## src/rtl/core/iol_pkg.sv

```systemverilog
`timescale 1ns / 1ps
`default_nettype none
package iol_pkg;

	// request codes
	localparam logic [2:0] REQ_INS_FRONT = 3'd0;
	localparam logic [2:0] REQ_INS_BACK  = 3'd1;
	localparam logic [2:0] REQ_INS_POS   = 3'd2;
	localparam logic [2:0] REQ_DEL_FRONT = 3'd3;
	localparam logic [2:0] REQ_DEL_BACK  = 3'd4;
	localparam logic [2:0] REQ_DEL_POS   = 3'd5;
	localparam logic [2:0] REQ_DUMP      = 3'd6;

	// status codes
	localparam logic [1:0] STAT_DONE  = 2'd0;
	localparam logic [1:0] STAT_RANGE = 2'd1;
	localparam logic [1:0] STAT_FULL  = 2'd2;
	localparam logic [1:0] STAT_EMPTY = 2'd3;

	// cell operations
	typedef logic [1:0] cell_op_t;
	localparam cell_op_t CELL_HOLD = 2'd0;
	localparam cell_op_t CELL_INS  = 2'd1;
	localparam cell_op_t CELL_DEL  = 2'd2;
	localparam cell_op_t CELL_ROT  = 2'd3;

	// broadcast to every cell of the chain
	typedef struct packed {
		cell_op_t    op;
		logic [31:0] new_value;
	} cell_ctl_t;

endpackage
`default_nettype wire

```

## src/rtl/core/iol_cell.sv

```systemverilog
`timescale 1ns / 1ps
`default_nettype none
module iol_cell #(
	parameter int IDX = 0,
	parameter int IW  = 5
) (
	input  wire                    clk,
	input  iol_pkg::cell_ctl_t     ctl,
	input  wire        [IW-1:0]    pos,
	input  wire        [IW-1:0]    tail,
	input  wire        [31:0]      head,
	input  wire        [31:0]      left,
	input  wire        [31:0]      right,
	output logic       [31:0]      value
);
	import iol_pkg::*;

	localparam logic [IW-1:0] MyIdx = IW'(IDX);

	logic [31:0] value_q;
	logic [31:0] value_d;

	// pick the next entry: shift back, shift forward or rotate through the head
	always_comb begin
		value_d = value_q;
		case (ctl.op)
			CELL_INS: begin
				if (MyIdx > pos)
					value_d = left;
				else if (MyIdx == pos)
					value_d = ctl.new_value;
			end
			CELL_DEL: begin
				if (MyIdx >= pos)
					value_d = right;
			end
			CELL_ROT: begin
				if (MyIdx == tail)
					value_d = head;
				else if (MyIdx < tail)
					value_d = right;
			end
			default: value_d = value_q;
		endcase
	end

	always_ff @(posedge clk) begin
		value_q <= value_d;
	end

	assign value = value_q;
endmodule
`default_nettype wire

```

## src/rtl/core/iol_chain.sv

```systemverilog
`timescale 1ns / 1ps
`default_nettype none
module iol_chain #(
	parameter int DEPTH = 16,
	parameter int IW    = 5
) (
	input  wire                    clk,
	input  iol_pkg::cell_ctl_t     ctl,
	input  wire        [IW-1:0]    pos,
	input  wire        [IW-1:0]    tail,
	output logic       [31:0]      head
);
	import iol_pkg::*;

	logic [31:0] vals [DEPTH];

	// link each cell to its neighbors; the ends see the insert value and zero
	for (genvar i = 0; i < DEPTH; i++) begin : g_cell
		logic [31:0] left_w;
		logic [31:0] right_w;
		if (i == 0) begin : g_first
			assign left_w = ctl.new_value;
		end else begin : g_mid_l
			assign left_w = vals[i-1];
		end
		if (i == DEPTH - 1) begin : g_last
			assign right_w = 32'd0;
		end else begin : g_mid_r
			assign right_w = vals[i+1];
		end
		iol_cell #(
			.IDX (i),
			.IW  (IW)
		) u_cell (
			.clk   (clk),
			.ctl   (ctl),
			.pos   (pos),
			.tail  (tail),
			.head  (vals[0]),
			.left  (left_w),
			.right (right_w),
			.value (vals[i])
		);
	end

	assign head = vals[0];
endmodule
`default_nettype wire

```

## src/rtl/core/indexed_ordered_list_top.sv

```systemverilog
// Indexed ordered list of up to LIST_DEPTH signed 32-bit entries, front at entry 0.
// Input channel (in_valid/in_ready) carries one request item: req_type, new_value,
// position. Output channel (out_valid/out_ready) carries result items: status,
// item_value, item_valid, last_item, entry_count.
// Inserts and deletes shift all entries from the target position onward in the cell chain
// together, so such an item gets its single result on the output in the next cycle.
// A new item is accepted while a result waits only if the output register frees
// in the same cycle; throughput is one item per cycle while the receiver keeps up and no dump runs.
// A dump of N entries is taken as one item, then gives one chain rotation per result;
// a dump of an empty list gives a single result with item_valid low. No new item is accepted
// until the dump's last result has been handed to the output register.
// A stalled receiver holds the output register and freezes the chain.
// Reset empties the list and drops any pending result; entry contents are not
// cleared, since no entry beyond the count is ever read.
`timescale 1ns / 1ps
`default_nettype none
module indexed_ordered_list_top #(
	parameter int LIST_DEPTH = 16
) (
	input  wire                clk,
	input  wire                arst_n,
	input  wire                in_valid,
	output logic               in_ready,
	input  wire        [2:0]   req_type,
	input  wire signed [31:0]  new_value,
	input  wire        [4:0]   position,
	output logic               out_valid,
	input  wire                out_ready,
	output logic       [1:0]   status,
	output logic signed [31:0] item_value,
	output logic               item_valid,
	output logic               last_item,
	output logic       [4:0]   entry_count
);
	import iol_pkg::*;

	localparam int CW   = $clog2(LIST_DEPTH + 1);
	localparam int CmpW = (CW > 5) ? CW : 5;
	localparam logic [CmpW-1:0] DepthC = CmpW'(LIST_DEPTH);

	localparam logic S_IDLE = 1'b0;
	localparam logic S_DUMP = 1'b1;

	logic            state_q;
	logic [CW-1:0]   count_q;
	logic [CW-1:0]   dump_idx_q;
	logic            out_valid_q;
	logic [1:0]      status_q;
	logic [31:0]     item_value_q;
	logic            item_valid_q;
	logic            last_q;
	logic [4:0]      entry_count_q;

	logic            out_free;
	logic            accept;
	logic [CmpW-1:0] cnt_ext;
	logic [CmpW-1:0] pos_ext;
	logic [CmpW-1:0] tgt;
	cell_op_t        req_op;
	logic [1:0]      req_status;
	logic [CmpW-1:0] req_count;
	logic            req_dump;
	cell_ctl_t       ctl;
	logic [CW-1:0]   tail;
	logic [31:0]     head;
	logic            dump_last;
	logic [CmpW-1:0] dump_cnt_ext;

	assign out_free = !out_valid_q || out_ready;
	assign in_ready = (state_q == S_IDLE) && out_free;
	assign accept   = in_valid && in_ready;

	assign cnt_ext = CmpW'(count_q);
	assign pos_ext = CmpW'(position);
	assign tail    = count_q - CW'(1);

	// decode the request against the current count
	always_comb begin
		req_op     = CELL_HOLD;
		req_status = STAT_DONE;
		req_count  = cnt_ext;
		req_dump   = 1'b0;
		tgt        = pos_ext;
		case (req_type)
			REQ_INS_FRONT, REQ_INS_BACK, REQ_INS_POS: begin
				if (req_type == REQ_INS_FRONT)
					tgt = '0;
				else if (req_type == REQ_INS_BACK)
					tgt = cnt_ext;
				if (tgt > cnt_ext)
					req_status = STAT_RANGE;
				else if (cnt_ext >= DepthC)
					req_status = STAT_FULL;
				else begin
					req_op    = CELL_INS;
					req_count = cnt_ext + CmpW'(1);
				end
			end
			REQ_DEL_FRONT, REQ_DEL_BACK, REQ_DEL_POS: begin
				if (req_type == REQ_DEL_FRONT)
					tgt = '0;
				else if (req_type == REQ_DEL_BACK)
					tgt = cnt_ext - CmpW'(1);
				if (cnt_ext == '0)
					req_status = STAT_EMPTY;
				else if (tgt >= cnt_ext)
					req_status = STAT_RANGE;
				else begin
					req_op    = CELL_DEL;
					req_count = cnt_ext - CmpW'(1);
				end
			end
			REQ_DUMP: begin
				req_dump = (count_q != '0);
			end
			default: req_op = CELL_HOLD;
		endcase
	end

	// drive the chain: request ops when taken, rotate one step per dumped item
	always_comb begin
		ctl.new_value = new_value;
		ctl.op        = CELL_HOLD;
		if (accept)
			ctl.op = req_op;
		else if (state_q == S_DUMP && out_free)
			ctl.op = CELL_ROT;
	end

	iol_chain #(
		.DEPTH (LIST_DEPTH),
		.IW    (CW)
	) u_chain (
		.clk  (clk),
		.ctl  (ctl),
		.pos  (tgt[CW-1:0]),
		.tail (tail),
		.head (head)
	);

	assign dump_last    = (dump_idx_q == tail);
	assign dump_cnt_ext = CmpW'(count_q);

	// sequence requests and dumps, track the count
	always_ff @(posedge clk or negedge arst_n) begin
		if (!arst_n) begin
			state_q     <= S_IDLE;
			count_q     <= '0;
			dump_idx_q  <= '0;
			out_valid_q <= 1'b0;
		end else begin
			if (accept) begin
				count_q     <= req_count[CW-1:0];
				out_valid_q <= !req_dump;
				if (req_dump) begin
					state_q    <= S_DUMP;
					dump_idx_q <= '0;
				end
			end else if (state_q == S_DUMP && out_free) begin
				out_valid_q <= 1'b1;
				dump_idx_q  <= dump_idx_q + CW'(1);
				if (dump_last)
					state_q <= S_IDLE;
			end else if (out_ready)
				out_valid_q <= 1'b0;
		end
	end

	// load the result payload
	always_ff @(posedge clk) begin
		if (accept && !req_dump) begin
			status_q      <= req_status;
			item_value_q  <= '0;
			item_valid_q  <= 1'b0;
			last_q        <= 1'b1;
			entry_count_q <= req_count[4:0];
		end else if (state_q == S_DUMP && out_free) begin
			status_q      <= STAT_DONE;
			item_value_q  <= head;
			item_valid_q  <= 1'b1;
			last_q        <= dump_last;
			entry_count_q <= dump_cnt_ext[4:0];
		end
	end

	assign out_valid   = out_valid_q;
	assign status      = status_q;
	assign item_value  = item_value_q;
	assign item_valid  = item_valid_q;
	assign last_item   = last_q;
	assign entry_count = entry_count_q;
endmodule
`default_nettype wire
```

## config.mk

```make
export PLATFORM = sky130hd
export DESIGN_NAME = indexed_ordered_list_top
export DESIGN_NICKNAME = d
export VERILOG_FILES = /design/src/rtl/core/iol_pkg.sv /design/src/rtl/core/iol_cell.sv /design/src/rtl/core/iol_chain.sv /design/src/rtl/core/indexed_ordered_list_top.sv
export SDC_FILE = /design/constraint.sdc
export NUM_CORES = 2
export LEC_CHECK = 0
export BUFFER_PORTS_ARGS = -buffer_cell sky130_fd_sc_hd__buf_4
export CORE_MARGIN = 10
export CORE_UTILIZATION = 50
export CTS_BUF_LIST = sky130_fd_sc_hd__clkbuf_8
export DETAILED_ROUTE_END_ITERATION = 8
export PLACE_DENSITY_LB_ADDON = 0.05
export SETUP_SLACK_MARGIN = 0.5
export SYNTH_ARGS = -nofsm -noshare
export SYNTH_HDL_FRONTEND = slang
export SYNTH_HIERARCHICAL = 1
export SYNTH_SLANG_ARGS = --single-unit
```

## constraint.sdc

```tcl
create_clock -name clk -period 17.4 [get_ports clk]
set_input_delay 0.87 -clock clk [delete_from_list [all_inputs] [get_ports clk]]
set_output_delay 0.87 -clock clk [all_outputs]
set_load 0.02 [all_outputs]
```

# Yosys cells after proc, flatten, opt, wreduce, memory -nomap -nowiden

Index checks and enable logic that the tools add are counted.

Output and inout bits: 43
Word-level logic and storage cells: 342
Bits of input ports: 44
Flip-flop bits (word level): 565

$add $sub $neg: 3
Muxes and demuxes: 135
Reduce and logical (&&, ||, !) cells: 37
Order comparisons: 51
Equal/unequal tests: 90
Bitwise logic cells: 1

Operators with widths:

| cell                                                          | number |
|---|---|
| two-way mux 32 bit                                            | 80 |
| case mux 32 bit (3 select lines)                              | 16 |
| inequality test 3 bit (second input constant)                 | 31 |
| == test 4 x 5 -> 1 bit (first input constant)                 | 16 |
| two-way mux 5 bit                                             | 15 |
| AND reduction 4 bit                                           | 15 |
| == test 3 x 5 -> 1 bit (first input constant)                 | 8 |
| >= comparator 4 x 5 -> 1 bit (first input constant)           | 8 |
| greater-than comparator 4 x 5 -> 1 bit (first input constant) | 8 |
| < comparator 4 x 5 -> 1 bit (first input constant)            | 8 |
| inequality test 2 bit (second input constant)                 | 18 |
| == test 2 x 5 -> 1 bit (first input constant)                 | 4 |
| >= comparator 3 x 5 -> 1 bit (first input constant)           | 4 |
| greater-than comparator 3 x 5 -> 1 bit (first input constant) | 4 |
| < comparator 3 x 5 -> 1 bit (first input constant)            | 4 |
| case mux 5 bit (2 select lines)                               | 2 |
| two-way mux 2 bit                                             | 9 |
| logical NOT 5 bit                                             | 3 |
| two-way mux 1 bit                                             | 11 |
| adder 5 x 1 -> 5 bit (second input constant)                  | 2 |
| == test 1 x 5 -> 1 bit (first input constant)                 | 2 |
| >= comparator 1 x 5 -> 1 bit (first input constant)           | 2 |
| >= comparator 2 x 5 -> 1 bit (first input constant)           | 2 |
| greater-than comparator 1 x 5 -> 1 bit (first input constant) | 2 |
| 27 further kinds                                              | 43 |

# Depth between registers and ports, before layout

Depth after elaboration: 12
Mapped depth: 17

# By module

The synthesis kept the hierarchy.

Modules (own cells, without submodules):

| module                               | area an instance (um2) | times used | cells an instance |
|---|---|---|---|
| iol_cell (u_chain.g_cell[13].u_cell) | 3004.1                 | 1          | 275 |
| iol_cell (u_chain.g_cell[15].u_cell) | 2936.6                 | 1          | 268 |
| indexed_ordered_list_top             | 2810.2                 | 1          | 339 |
| iol_cell (u_chain.g_cell[1].u_cell)  | 2698.8                 | 1          | 277 |
| iol_cell (u_chain.g_cell[14].u_cell) | 2563.7                 | 1          | 268 |
| iol_cell (u_chain.g_cell[3].u_cell)  | 2488.6                 | 1          | 261 |
| iol_cell (u_chain.g_cell[4].u_cell)  | 2421.1                 | 1          | 224 |
| iol_cell (u_chain.g_cell[12].u_cell) | 2357.3                 | 1          | 226 |
| iol_cell (u_chain.g_cell[2].u_cell)  | 2323.5                 | 1          | 197 |
| iol_cell (u_chain.g_cell[8].u_cell)  | 2223.4                 | 1          | 233 |
| iol_cell (u_chain.g_cell[6].u_cell)  | 2158.3                 | 1          | 197 |
| iol_cell (u_chain.g_cell[7].u_cell)  | 2130.8                 | 1          | 190 |
| iol_cell (u_chain.g_cell[10].u_cell) | 2095.8                 | 1          | 150 |
| iol_cell (u_chain.g_cell[5].u_cell)  | 2037.0                 | 1          | 175 |
| 4 more rows                          | n/a                    | n/a        | n/a |

# Worst setup path before layout

No wires, ideal clock.

Path type: input-to-reg
From: input req_type[2]
To: register u_chain.g_cell[4].u_cell.value_q[0] (enable)
Cell stages on the path: 11
Path slack: 6.583 ns
Setup time: 0.511 ns
Data required time: 16.889 ns
Data arrival time: 10.306 ns
Path buffers: 2
Path through: clkbuf_1 > or2_2 > clkbuf_1 > o31ai_1 > ha_1 > nor2b_1 > o21ai_0 > a21oi_1 > o41ai_1 > xnor2_1 > o41ai_1

RTL lines:

| element                | RTL line                       | source |
|---|---|---|
| start: declaration     | indexed_ordered_list_top.sv:24 | `input wire [2:0] req_type,` |
| end signal: assignment | iol_cell.sv:48                 | `value_q <= value_d;` |
| end: declaration       | iol_cell.sv:20                 | `logic [31:0] value_q;` |

==> results.cfg <==
[status]
status = completed

[sta]
period_share = 0.393
hold_viol = 0
drv_slew = 0
setup_viol = 0
max_slew_margin = 0.0474
rsz0062_at_grt = no
tightest_slew_ns = 1.43
skew_ns = 0.0400
fin_hold_ws_ns = 0.457
fin_crit_ns = 6.84
fin_tns_setup_ns = 0
max_freq_mhz = 146

[global_route]
grt_use_total = 0.306
grt_max_degree = 237
antenna_found_initial = 2
grt_pass1_vias = 33500
grt_overflow = 0
grt_pass1_wl_mm = 217

[finish]
fin_area_um2 = 42500
final.fill_count = 6962
fin_nets = 3745
multi_input_area_um2 = 21000
mostFrequentLayoutCell = edfxtp_1
drive_above_1_share = 0.194
syn2layout_area_growth_pct = 6.53
register_area_um2 = 16600
mostFrequentLayoutCells = edfxtp_1, mux2i_1, buf_4

[worst_setup_path]
crit_required_ns = 17.94
crit_start = cnt_ext[2]
crit_path_start_kind = register
crit_type = register to register
cp.arrival_ns = 7.38
crit_path_end_kind = register
crit_fanout = 236
r2r_start = cnt_ext[2]

[floorplan]
core_um2 = 79000
die_y_um = 303
dieArea_um2 = 91500
initial_core_util = 0.505
io_pins = 87
fp-row-count = 103
die_w_um = 303

[clock_network]
cts.sinks = 565
htreeDepth = 3
clock_path_buffers = 3
clk_pin_slew_ns = 0.07
cts_tree = done
clock_latency_ns = 0.74
root_buffer = clkbuf_8
cts_buffers = 107
cts_resized = 0

[synthesis]
async_flop_share = 0.0212
synth-edff-count = 519
synth-seq-area-share = 0.415
syn_area_um2 = 39900
synthesis.instances = 3777
yosysWarnings = 6
ys_ff_latch = 565
synth_ff_type = edfxtp_1
synth_cell_types = 115
syn_area_per_cell_um2 = 10.6

[place]
place_congestion = 0.868
dp_hpwl_mm = 89.3
io_buffers = 86
place_area_um2 = 40600

[worst_hold_path]
min_path_type = register to register
hp-start = item_value[29]

[route]
drc = 0
via_count = 34000
drt_iter0_drc = 4109
vias_per_cell = 7.04
ant_nets = 0
route.met3.wl_mm = 13.3
drt-met1-wl_mm = 59.7
drt_wl_total_mm = 145
wl_per_cell_um = 30.1
routed-wl-met2_mm = 67.1
first_pass_iters = 6
dr.max_layer_used = met4

[flow_run]
cap_violations = 0

[power]
leakage_uw = 0.0139
ir_drop_mv = 0.226
power.density_nw_per_um2 = 200
[final timing paths]
check,endpoint,slack [ns],depth (start not counted)
setup / recovery,u_chain/g_cell[13].u_cell/value[28],10.56,15
hold / removal,item_value[29],0.46,2
min in group asynchronous,cnt_ext[2],0.56,2
setup reg to reg,u_chain/g_cell[13].u_cell/value[28],10.56,15
max in group asynchronous,dump_idx_q[4],16.65,2
hold reg to reg,item_value[29],0.46,2
[metal layers]
metal	GRT usage	up-vias
met5	0	-
met4	0.125	0
met3	0.0567	328
met2	0.485	1979
met1	0.408	16900
li1	-	14700
[synthesized netlist by cell type, types with 21 or more instances]
cell | count | share of area
a31oi_1 | 122 | 0.019
nor4b_2 | 119 | 0.045
o21a_1 | 37 | 0.0070
o21ai_1 | 157 | 0.020
a21oi_2 | 30 | 0.0066
a22oi_2 | 35 | 0.011
a211oi_1 | 121 | 0.023
a22oi_1 | 105 | 0.020
inv_1 | 89 | 0.0084
a21oi_1 | 115 | 0.014
clkbuf_1 | 178 | 0.017
dfxtp_1 | 34 | 0.017
edfxtp_1 | 519 | 0.39
buf_6 | 48 | 0.014
mux2_1 | 33 | 0.0093
nor2_1 | 123 | 0.012
nor4_1 | 101 | 0.016
a41oi_1 | 39 | 0.0086
mux2_2 | 38 | 0.011
nor3_1 | 170 | 0.021
a2bb2oi_1 | 50 | 0.011
buf_2 | 123 | 0.015
nand2b_1 | 136 | 0.021
mux2i_1 | 311 | 0.078
nand3_1 | 157 | 0.020
nor2b_1 | 48 | 0.0075
o31a_1 | 61 | 0.013
a32oi_1 | 21 | 0.0046
a2111oi_2 | 32 | 0.012
nand2_1 | 116 | 0.011
nor4_2 | 31 | 0.0097
o21ai_0 | 158 | 0.020
[state kept, by name, summed over array words and instances, names as in the netlist]
register,count
item_valid,1
item_value,32
state_q,1
status,2
out_valid,1
cnt_ext,5
last_item,1
entry_count,5
u_chain/g_cell.u_cell/value,512
dump_idx_q,5
[area by class of cell]
cell class	count	share of cell area
multi-input cells	2736	0.493
clock buffers	114	0.0369
diodes	3	0.000177
inverters	96	0.00848
clock inverters	79	0.00833
repair buffers	182	0.0325
flip-flops and latches	565	0.390
well taps	1050	0.0309
[logic make-up after synthesis]
family | share of synthesized area
compound gates | 0.222
xor+xnor | 0.00351
fa+ha+maj | 0.00433
buf+inv | 0.0721
flops | 0.415
mux | 0.0980
other cells | 0.0000940
simple gates | 0.185
[metrics by stage]
stage          cells  worst slack (ns)   util  power, uW
4_1_cts         4822             10.59  0.538       8430
3_3_place_gp    4628             10.71  0.514       7060
6_report        4825             10.56  0.538       8520
2_1_floorplan   3808              6.58      -       5850
5_1_grt         4824             10.02  0.538       8910
3_5_place_dp    4628             10.61  0.514       7180
[power by group]
part	leakage (uW)	switching (uW)	total (uW)	internal, uW
Sequential	0.00526	554	3050	2500
Clock	0.00116	619	1230	614
Combinational	0.00744	2890	4240	1350
Total	0.0139	4060	8520	4460
[timing repair]
action,4_1_cts,5_1_grt
buffers inserted,0,0
hold endpoints to repair,12,0
hold buffers,1,0
[critical path, cell delays in order, from the launching register on]
cell and delay [ns]:
dfrtp_1 0.55, nor3_1 0.32, xnor2_2 0.14, buf_4 0.58, inv_1 0.15, a211oi_1 0.28, ha_1 0.28, o21ai_0 0.16
o221ai_1 0.24, or4_1 0.58, nand2_4 0.39, buf_4 0.59, buf_12 0.74, buf_4 0.88, nor2_1 0.14, a2111oi_2 0.43
(Power assumes the default switching activity.)
